$ cat src/hw/rtl/dlpom_pkg.sv
// ----------------------------------------------------------------------------
// Dual low-pulse occupancy meter: shared definitions
// Field widths, register indexes and output limits used by the result
// and configuration interfaces and the meter.
// ----------------------------------------------------------------------------
`default_nettype none

package dlpom_pkg;

  // Register file
  localparam int CFG_INDEX_WIDTH = 1;
  localparam int CFG_DATA_WIDTH  = 32;

  typedef enum logic [CFG_INDEX_WIDTH-1:0] {
    CFG_WINDOW_TICKS = 1'b0,
    CFG_SCALE_Q32    = 1'b1
  } cfg_index_t;

  localparam int WIN_WIDTH   = 26;
  localparam int SCALE_WIDTH = 32;

  localparam logic [WIN_WIDTH-1:0]   WINDOW_RESET = 26'd30000000;
  localparam logic [SCALE_WIDTH-1:0] SCALE_RESET  = 32'd8812557;

  // Result fields, unsigned Q16.8
  localparam int OUT_WIDTH = 24;

  // Product is shifted down by this many bits (Q0.32 scale into Q16.8)
  localparam int PROD_SHIFT = 24;

endpackage

`default_nettype wire

$ cat src/hw/rtl/dlpom_tick_if.sv
// ----------------------------------------------------------------------------
// Sample tick channel
// One transaction per microsecond tick: sampled levels of both pulse pins.
// ----------------------------------------------------------------------------
`default_nettype none

interface dlpom_tick_if;

  logic valid;
  logic ready;
  logic level_pm10;
  logic level_pm25;

  modport source (output valid, output level_pm10, output level_pm25, input ready);
  modport sink   (input valid, input level_pm10, input level_pm25, output ready);

endinterface

`default_nettype wire

$ cat src/hw/rtl/dlpom_result_if.sv
// ----------------------------------------------------------------------------
// Concentration result channel
// One transaction per analysis window: both channel concentrations in Q16.8.
// ----------------------------------------------------------------------------
`default_nettype none

interface dlpom_result_if import dlpom_pkg::*; ();

  logic                 valid;
  logic                 ready;
  logic [OUT_WIDTH-1:0] conc_pm10_q8;
  logic [OUT_WIDTH-1:0] conc_pm25_q8;

  modport source (output valid, output conc_pm10_q8, output conc_pm25_q8, input ready);
  modport sink   (input valid, input conc_pm10_q8, input conc_pm25_q8, output ready);

endinterface

`default_nettype wire

$ cat src/hw/rtl/dlpom_cfg_if.sv
// ----------------------------------------------------------------------------
// Configuration write channel
// One transaction writes one register: index and write data.
// ----------------------------------------------------------------------------
`default_nettype none

interface dlpom_cfg_if import dlpom_pkg::*; ();

  logic                      valid;
  logic                      ready;
  logic [CFG_INDEX_WIDTH-1:0] index;
  logic [CFG_DATA_WIDTH-1:0]  data;

  modport source (output valid, output index, output data, input ready);
  modport sink   (input valid, input index, input data, output ready);

endinterface

`default_nettype wire

$ cat src/hw/rtl/dual_low_pulse_occupancy_meter_unit.sv
// ----------------------------------------------------------------------------
// Dual low-pulse occupancy meter
// Measures low-pulse occupancy of two dust-sensor pulse pins over a window
// and reports a scaled concentration for each at every window end.
// ----------------------------------------------------------------------------
//
// Usage:
//   samples : one transaction per microsecond tick with both pin levels.
//   results : one transaction at each window end, conc_pm10_q8/conc_pm25_q8
//             = floor(low_total * scale_q32 / 2^24), saturated to 24 bits.
//   cfg     : index 0 = window_ticks, index 1 = scale_q32; write only while
//             the meter is idle. cfg.ready is high whenever out of reset.
// Throughput / pipeline:
//   A tick is taken every cycle while samples.ready is high. Edge detection,
//   counters and the window check update in the cycle of the transaction.
//   A window-ending tick's result reaches results through the total capture
//   register (loaded at its accepting edge), partial-product register (two
//   16-bit slices of the scale per channel), then the sum/saturate output.
// Reset (rst, synchronous): counters and totals clear, both channels are
//   disarmed with last level high, registers return to their defaults.
//   samples.ready and cfg.ready are low while rst is high.
// Stall: while results is held off, up to three window results stay in the
//   pipeline; samples.ready drops only when a stalled result still sits in
//   the capture register.
// ----------------------------------------------------------------------------
`default_nettype none

module dual_low_pulse_occupancy_meter_unit import dlpom_pkg::*; #(
  parameter int COUNT_WIDTH = 26
) (
  input  wire logic     clk,
  input  wire logic     rst,
  dlpom_tick_if.sink    samples,
  dlpom_result_if.source results,
  dlpom_cfg_if.sink     cfg
);

  localparam int CW     = COUNT_WIDTH;
  localparam int CMP_W  = COUNT_WIDTH + WIN_WIDTH;
  localparam int HALF_W = SCALE_WIDTH / 2;
  localparam int PP_W   = COUNT_WIDTH + HALF_W;
  localparam int SUM_W  = COUNT_WIDTH + SCALE_WIDTH + 1;
  localparam int Q_W    = SUM_W - PROD_SHIFT;

  typedef struct packed {
    logic          last;
    logic          armed;
    logic [CW-1:0] open;
    logic [CW-1:0] total;
  } chan_t;

  // Per-channel edge handling for one tick
  function automatic chan_t chan_step(input logic lvl, input chan_t cur);
    chan_t         nxt;
    logic [CW:0]   sum;
    nxt = cur;
    sum = {1'b0, cur.total} + {1'b0, cur.open};
    if (!lvl) begin
      if (cur.last) begin
        nxt.armed = 1'b1;
        nxt.open  = CW'(1);
      end else if (cur.armed) begin
        nxt.open = (cur.open == '1) ? cur.open : cur.open + CW'(1);
      end
    end else if (!cur.last && cur.armed) begin
      nxt.total = sum[CW] ? '1 : sum[CW-1:0];
      nxt.armed = 1'b0;
      nxt.open  = '0;
    end
    nxt.last = lvl;
    return nxt;
  endfunction

  // Registers
  logic [WIN_WIDTH-1:0]   window_ticks;
  logic [SCALE_WIDTH-1:0] scale_q32;
  chan_t                  ch10, ch25;
  logic [CW-1:0]          tick_count;

  // Pipeline
  logic          a_valid;
  logic [CW-1:0] a_tot10, a_tot25;
  logic          b_valid;
  logic [PP_W-1:0] b_lo10, b_hi10, b_lo25, b_hi25;
  logic          c_valid;
  logic [OUT_WIDTH-1:0] c_conc10, c_conc25;

  // Flow control
  logic c_free, b_free, a_free, b_move, a_move;
  logic in_acc, cfg_acc;

  assign c_free = !c_valid || results.ready;
  assign b_move = b_valid && c_free;
  assign b_free = !b_valid || c_free;
  assign a_move = a_valid && b_free;
  assign a_free = !a_valid || b_free;

  assign samples.ready = a_free && !rst;
  assign cfg.ready     = !rst;
  assign in_acc        = samples.valid && samples.ready;
  assign cfg_acc       = cfg.valid && cfg.ready;

  // Configuration register writes
  always_ff @(posedge clk) begin
    if (rst) begin
      window_ticks <= WINDOW_RESET;
      scale_q32    <= SCALE_RESET;
    end else if (cfg_acc) begin
      unique case (cfg_index_t'(cfg.index))
        CFG_WINDOW_TICKS: window_ticks <= cfg.data[WIN_WIDTH-1:0];
        CFG_SCALE_Q32:    scale_q32    <= cfg.data[SCALE_WIDTH-1:0];
      endcase
    end
  end

  // Tick logic: edges, counters, window end
  chan_t           ch10_next, ch25_next;
  logic [CW:0]     tick_inc;
  logic [CMP_W-1:0] tick_inc_ext, window_ext;
  logic            win_end;

  always_comb begin
    ch10_next    = chan_step(samples.level_pm10, ch10);
    ch25_next    = chan_step(samples.level_pm25, ch25);
    tick_inc     = {1'b0, tick_count} + (CW+1)'(1);
    tick_inc_ext = CMP_W'(tick_inc);
    window_ext   = CMP_W'(window_ticks);
    win_end      = (tick_inc_ext >= window_ext) || (tick_count == '1);
  end

  always_ff @(posedge clk) begin
    if (rst) begin
      ch10       <= '{last: 1'b1, armed: 1'b0, open: '0, total: '0};
      ch25       <= '{last: 1'b1, armed: 1'b0, open: '0, total: '0};
      tick_count <= '0;
    end else if (in_acc) begin
      if (win_end) begin
        ch10       <= '{last: samples.level_pm10, armed: 1'b0, open: '0, total: '0};
        ch25       <= '{last: samples.level_pm25, armed: 1'b0, open: '0, total: '0};
        tick_count <= '0;
      end else begin
        ch10       <= ch10_next;
        ch25       <= ch25_next;
        tick_count <= tick_inc[CW-1:0];
      end
    end
  end

  // Stage A: capture totals at window end
  always_ff @(posedge clk) begin
    if (rst) begin
      a_valid <= 1'b0;
    end else if (a_free) begin
      a_valid <= in_acc && win_end;
    end
  end

  always_ff @(posedge clk) begin
    if (a_free && in_acc && win_end) begin
      a_tot10 <= ch10_next.total;
      a_tot25 <= ch25_next.total;
    end
  end

  // Stage B: partial products against the two scale halves
  always_ff @(posedge clk) begin
    if (rst) begin
      b_valid <= 1'b0;
    end else if (b_free) begin
      b_valid <= a_move;
    end
  end

  always_ff @(posedge clk) begin
    if (a_move) begin
      b_lo10 <= PP_W'(a_tot10) * PP_W'(scale_q32[HALF_W-1:0]);
      b_hi10 <= PP_W'(a_tot10) * PP_W'(scale_q32[SCALE_WIDTH-1:HALF_W]);
      b_lo25 <= PP_W'(a_tot25) * PP_W'(scale_q32[HALF_W-1:0]);
      b_hi25 <= PP_W'(a_tot25) * PP_W'(scale_q32[SCALE_WIDTH-1:HALF_W]);
    end
  end

  // Stage C: combine, shift down to Q16.8, saturate
  logic [SUM_W-1:0] sum10, sum25;
  logic [Q_W-1:0]   q10, q25;
  logic [OUT_WIDTH-1:0] sat10, sat25;

  always_comb begin
    sum10 = SUM_W'({b_hi10, HALF_W'(0)}) + SUM_W'(b_lo10);
    sum25 = SUM_W'({b_hi25, HALF_W'(0)}) + SUM_W'(b_lo25);
    q10   = sum10[SUM_W-1:PROD_SHIFT];
    q25   = sum25[SUM_W-1:PROD_SHIFT];
    sat10 = (|q10[Q_W-1:OUT_WIDTH]) ? '1 : q10[OUT_WIDTH-1:0];
    sat25 = (|q25[Q_W-1:OUT_WIDTH]) ? '1 : q25[OUT_WIDTH-1:0];
  end

  always_ff @(posedge clk) begin
    if (rst) begin
      c_valid <= 1'b0;
    end else if (c_free) begin
      c_valid <= b_move;
    end
  end

  always_ff @(posedge clk) begin
    if (b_move) begin
      c_conc10 <= sat10;
      c_conc25 <= sat25;
    end
  end

  assign results.valid        = c_valid;
  assign results.conc_pm10_q8 = c_conc10;
  assign results.conc_pm25_q8 = c_conc25;

  // Assertions
  a_window_clears: assert property (@(posedge clk) disable iff (rst)
    (in_acc && win_end) |=> (tick_count == '0 && !ch10.armed && !ch25.armed))
    else $error("window end did not clear counter and arming");

  a_open_needs_arm: assert property (@(posedge clk) disable iff (rst)
    (ch10.armed || ch10.open == '0) && (ch25.armed || ch25.open == '0))
    else $error("open pulse count held while disarmed");

  a_stall_source: assert property (@(posedge clk) disable iff (rst)
    !samples.ready |-> (a_valid && b_valid && c_valid && !results.ready))
    else $error("tick channel stalled with free pipeline room");

  a_result_from_pipe: assert property (@(posedge clk) disable iff (rst)
    $rose(c_valid) |-> $past(b_valid))
    else $error("result appeared without a product in flight");

endmodule

`default_nettype wire
$ cat src/flat_wrapper.sv
// flat-port wrapper written by rule: the top's interface ports become plain ports
module dual_low_pulse_occupancy_meter_unit_flat import dlpom_pkg::*;
#(
  parameter int COUNT_WIDTH = 26
)
  (clk, rst, samples_valid, samples_level_pm10, samples_level_pm25, samples_ready, results_valid, results_conc_pm10_q8, results_conc_pm25_q8, results_ready, cfg_valid, cfg_index, cfg_data, cfg_ready);
  dlpom_tick_if samples_i ();
  dlpom_result_if results_i ();
  dlpom_cfg_if cfg_i ();
  input  wire logic clk;
  input  wire logic rst;
  input wire logic [$bits(samples_i.valid)-1:0] samples_valid;
  input wire logic [$bits(samples_i.level_pm10)-1:0] samples_level_pm10;
  input wire logic [$bits(samples_i.level_pm25)-1:0] samples_level_pm25;
  output wire logic [$bits(samples_i.ready)-1:0] samples_ready;
  output wire logic [$bits(results_i.valid)-1:0] results_valid;
  output wire logic [$bits(results_i.conc_pm10_q8)-1:0] results_conc_pm10_q8;
  output wire logic [$bits(results_i.conc_pm25_q8)-1:0] results_conc_pm25_q8;
  input wire logic [$bits(results_i.ready)-1:0] results_ready;
  input wire logic [$bits(cfg_i.valid)-1:0] cfg_valid;
  input wire logic [$bits(cfg_i.index)-1:0] cfg_index;
  input wire logic [$bits(cfg_i.data)-1:0] cfg_data;
  output wire logic [$bits(cfg_i.ready)-1:0] cfg_ready;
  assign samples_i.valid = samples_valid;
  assign samples_i.level_pm10 = samples_level_pm10;
  assign samples_i.level_pm25 = samples_level_pm25;
  assign samples_ready = samples_i.ready;
  assign results_valid = results_i.valid;
  assign results_conc_pm10_q8 = results_i.conc_pm10_q8;
  assign results_conc_pm25_q8 = results_i.conc_pm25_q8;
  assign results_i.ready = results_ready;
  assign cfg_i.valid = cfg_valid;
  assign cfg_i.index = cfg_index;
  assign cfg_i.data = cfg_data;
  assign cfg_ready = cfg_i.ready;
  dual_low_pulse_occupancy_meter_unit #(.COUNT_WIDTH(COUNT_WIDTH)) u_core (.clk(clk), .rst(rst), .samples(samples_i), .results(results_i), .cfg(cfg_i));
endmodule
$ cat config.mk
export PLATFORM = sky130hd
export DESIGN_NAME = dual_low_pulse_occupancy_meter_unit_flat
export DESIGN_NICKNAME = d
export VERILOG_FILES = /design/src/hw/rtl/dlpom_pkg.sv /design/src/hw/rtl/dlpom_tick_if.sv /design/src/hw/rtl/dlpom_result_if.sv /design/src/hw/rtl/dlpom_cfg_if.sv /design/src/hw/rtl/dual_low_pulse_occupancy_meter_unit.sv /design/src/flat_wrapper.sv
export SDC_FILE = /design/constraint.sdc
export NUM_CORES = 2
export LEC_CHECK = 0
export BUFFER_PORTS_ARGS = -buffer_cell sky130_fd_sc_hd__buf_2
export CAP_MARGIN = 10
export CORE_ASPECT_RATIO = 0.5
export CORE_UTILIZATION = 50
export CTS_BUF_LIST = sky130_fd_sc_hd__clkbuf_8
export CTS_CLUSTER_DIAMETER = 120
export DETAILED_ROUTE_END_ITERATION = 12
export PLACE_DENSITY = 0.66
export SLEW_MARGIN = 20
export SYNTH_ARGS = -nofsm -noshare
export SYNTH_HDL_FRONTEND = slang
export SYNTH_SLANG_ARGS = --single-unit
$ cat constraint.sdc
create_clock -name clk -period 11.78 [get_ports clk]
set_input_delay 3.534 -clock clk [delete_from_list [all_inputs] [get_ports clk]]
set_output_delay 3.534 -clock clk [all_outputs]
set_load 0.02 [all_outputs]
==> flow_metrics.tcl <==
set metrics [dict create \
    use_met3_pct 5.44 \
    critPathSlowestCell "dfxtp_2" \
    worstSetupEndpointType "flop" \
    drcViolationCount 4 \
    max_slew_margin_pct 23.8 \
    clk_path_buf_depth 3 \
    layout-drive-gt1-share_pct 4.70 \
    irDropWorstVdd_mv 0.277 \
    area_delta_synth_final_pct 5.16 \
    gr-total-overflow 0 \
    final.fill_count 13400 \
    comb_power_share_pct 76.7 \
    yosysSeqAreaShare_pct 14.9 \
    antenna_found_initial 7 \
    cts.sinks 431 \
    synth_flop_cell "edfxtp_1" \
    path_class "flop to flop" \
    cpPeakStageDelay_ps 690 \
    use_met2_pct 43.3 \
    busiest_layer "met2" \
    grt_max_degree 136 \
    grt_pass1_vias 57200 \
    clock_latency_ps 820 \
    io_buffer_count 90 \
    wl_per_cell_microns 19.4 \
    cpMostUsedCell "fa_1" \
    ys_ff_latch 431 \
    track_usage_pct 27.0 \
    synth_warnings 0 \
    hold_start "u_core.scale_q32[5]" \
    pin_count 91 \
    synthTopCellsByArea "fa_1 36%, ha_1 9.8%, edfxtp_1 9.6%, inv_1 7.9%, nand2_1 6.4%" \
    tightestPinTransition_ps 1140 \
    holdBufCountCts 0 \
    yosys.area.top_type_share_pct 36.2 \
    rrSetupSlack_ps 3670 \
    syn_nets 10200 \
    synth.avg_cell_area_sq_um 8.96 \
    switchingPower_mw 8.36 \
    dieArea_sq_um 149000 \
    ff2ff_path_depth 22 \
    grt_pass1_wl_microns 316000 \
    ant_nets 0 \
    fin_skew_ps 56.9 \
    path_cells "buf_4, nand2_1, fa_1, fa_1, fa_1, inv_1, fa_1, fa_1, inv_1, fa_1, inv_1, ha_1, a21boi_0, o211ai_1, o31ai_1, a21oi_1, o31ai_1, a21oi_1, o21ai_1, a311oi_1, o41ai_1, xnor2_1" \
    cts_max_level 3 \
    synth_top_area_cell "fa_1" \
    max_freq_ghz 0.123 \
    setup_violations 0 \
    power_density_nw_per_um2 216 \
    grt_use_met1_pct 37.4 \
    dr.pass1.iters 10 \
    hold_viol_final 0 \
    avgViaCountPerCell 5.49 \
    whs_path_depth 2 \
    gp_congestion 0.896 \
    cap_violations 0 \
    min_period_ps 8110 \
    power_leakage_nw 36.8 \
    wl_microns 197000 \
    worstPathArrival_ps 8660 \
    rr_startpoint "u_core.scale_q32[17]" \
    critPathLaunchType "flop" \
    slew_viol_final 0 \
    coreArea_sq_um 146000 \
    final_nets 10000 \
    outcome "complete, but fails checks" \
    die_w_microns 546 \
    finalCritPeriodShare_pct 68.8 \
    clk_pin_slew_ps 70 \
    rsz0062_at_grt "false" \
    num_rows 99 \
    final.setup.tns_ps 0 \
    violations "design-rule violations" \
    start_util_pct 50.5 \
    hold_end "u_core.scale_q32[5]" \
    synth_cell_types 87 \
    min_path_type "flop to flop" \
    crit_fanout 35 \
    cts_tree "done" \
    dp_hpwl_microns 142000 \
    drtIter0Drc 4041 \
    pwr-share-clk_pct 9.4 \
    seqPwrFrac_pct 13.9 \
    async_flop_share_pct 0 \
    syn-cell-area_sq_um 73900 \
    critPathRequiredTime_ps 12330 \
    synth_edf_count 236 \
    cts-root-buf "clkbuf_8" \
    cts_buffers 76 \
    synthCells 8249 \
    cts_resized 0 \
    dr_total_vias 55600 \
    placed_area_sq_um 76000 \
    internal_power_mw 8.38 \
    fp.dieH_microns 274 \
    post-cts-setup-buffers 0 \
    stdcell_area_sq_um 77700 \
    swShare_pct 49.9 \
    r2r-end "u_core.b_hi25[41]" \
]
-- registers in the layout, indices dropped and copies added, names as in the netlist --
register,count
u_core.ch10,54
u_core.ch25,54
u_core.b_hi10,42
u_core.b_hi25,42
u_core.scale_q32,32
u_core.a_tot10,26
u_core.a_tot25,26
u_core.b_lo10,26
u_core.b_lo25,26
u_core.tick_count,26
u_core.window_ticks,26
u_core.results.conc_pm10_q8,24
u_core.results.conc_pm25_q8,24
u_core.a_valid,1
u_core.b_valid,1
u_core.results.valid,1
-- metal layers --
| layer | part of all wire (%) | wire length (microns) |
|---|---|---|
| met1 | 44 | 86400 |
| met3 | 8.5 | 16700 |
| met2 | 45 | 88800 |
| met5 | 0.013 | 26 |
| met4 | 2.4 | 4780 |
-- worst max-delay path: cells and delay by family (launching register included) --
family                     cells  cell delay (ps)
buffers and inverters          4              780
xor gates and xnor gates       1              120
AOI/OAI and AO/OA              9             2630
DFF                            1              690
adders and majority gates      7             3420
and+or+nand+nor                1              170
-- power by group through the flow --
stage / combinational [mW] / sequential (mW) / clock (mW)
after floorplan: 9.41 / 2.31 / 0
after global routing: 14.7 / 2.32 / 1.68
after global placement: 12.6 / 2.35 / 0
after CTS: 12.8 / 2.32 / 1.62
final: 12.8 / 2.32 / 1.58
after detailed placement: 12.7 / 2.35 / 0
-- metrics by stage --
stage	hold WS [ps]	util (%)	total power, mW	setup slack (ps)	std cells
2_1_floorplan	440	-	11.7	1340	8249
3_3_place_gp	443	52.0	15.0	3750	9982
3_5_place_dp	442	52.0	15.0	3710	9982
4_1_cts	452	53.1	16.8	3710	10100
5_1_grt	472	53.2	18.7	3240	10100
6_report	454	53.2	16.7	3670	10100
-- cell type report --
type	count	area [sq um]	share of cell area [%]
Timing Repair Buffer	197	1270	1.63
Tap cell	1969	2460	3.17
Sequential cell	431	11000	14.2
Clock inverter	56	502	0.646
Multi-Input combinational cell	5834	55400	71.4
Clock buffer	83	1140	1.47
Inverter	1551	5820	7.49
Antenna cell	5	12.5	0.0161
-- Yosys cell counts, drive strengths merged (40+ instances only) --
cell type     n
a21o        109
clkbuf      395
nor2b        51
nor3         65
nand2b       48
ha          581
edfxtp      236
dfxtp       195
xnor2       138
fa         1336
inv        1551
nand2      1269
nand3       109
o21a         55
xor2         75
a21oi       279
and2        736
and3         52
nor2        249
o21ai       209
o31ai        40
-- cells in the final DEF (no fill, tap or decap), types with 31 or more instances in the layout --
master | Yosys | routed
nor2b_1 | 51 | 49
xor2_1 | 75 | 75
o21a_1 | 55 | 55
nor3_1 | 63 | 63
nand4_1 | 39 | 39
o31ai_1 | 40 | 40
inv_1 | 1551 | 1564
dfxtp_2 | 0 | 31
edfxtp_1 | 236 | 236
a21oi_1 | 278 | 278
a31oi_1 | 32 | 32
clkbuf_8 | 0 | 83
o21ai_0 | 182 | 182
buf_4 | 0 | 107
nand3_1 | 107 | 107
dfxtp_1 | 195 | 163
and2_1 | 736 | 736
and3_1 | 52 | 51
nand2_1 | 1269 | 1268
buf_2 | 15 | 89
nor2_1 | 249 | 246
ha_1 | 581 | 581
fa_1 | 1336 | 1336
xnor2_1 | 138 | 138
a21o_1 | 109 | 109
nand2b_1 | 48 | 48
-- logic make-up (layout without fill, tap and decap cells) --
family | count (synthesis) | after routing | share of synthesized area (%)
and+or+nand+nor | 2724 | 2724 | 17.8
buffers and inverters | 1984 | 1887 | 10.1
adders and majority gates | 1917 | 1917 | 46.0
AOI/OAI and AO/OA | 974 | 974 | 8.55
DFF | 431 | 431 | 14.9
xor gates and xnor gates | 213 | 213 | 2.53
muxes | 6 | 6 | 0.0847
other | 0 | 5 | 0
-- worst max-delay path by stage --
stage	slack, ps	start	depth (start not counted)	to
after floorplan	1340	results_ready	3	u_core.b_hi10[0]
after global placement	3750	results_ready	5	samples_ready
after detailed placement	3710	u_core.scale_q32[10]	22	u_core.b_lo25[41]
after CTS	3710	u_core.scale_q32[10]	22	u_core.b_lo25[41]
after global routing	3240	u_core.scale_q32[17]	23	u_core.b_hi25[41]
final	3670	u_core.scale_q32[17]	22	u_core.b_hi25[41]
No activity file was read; power rests on OpenSTA's default activity.
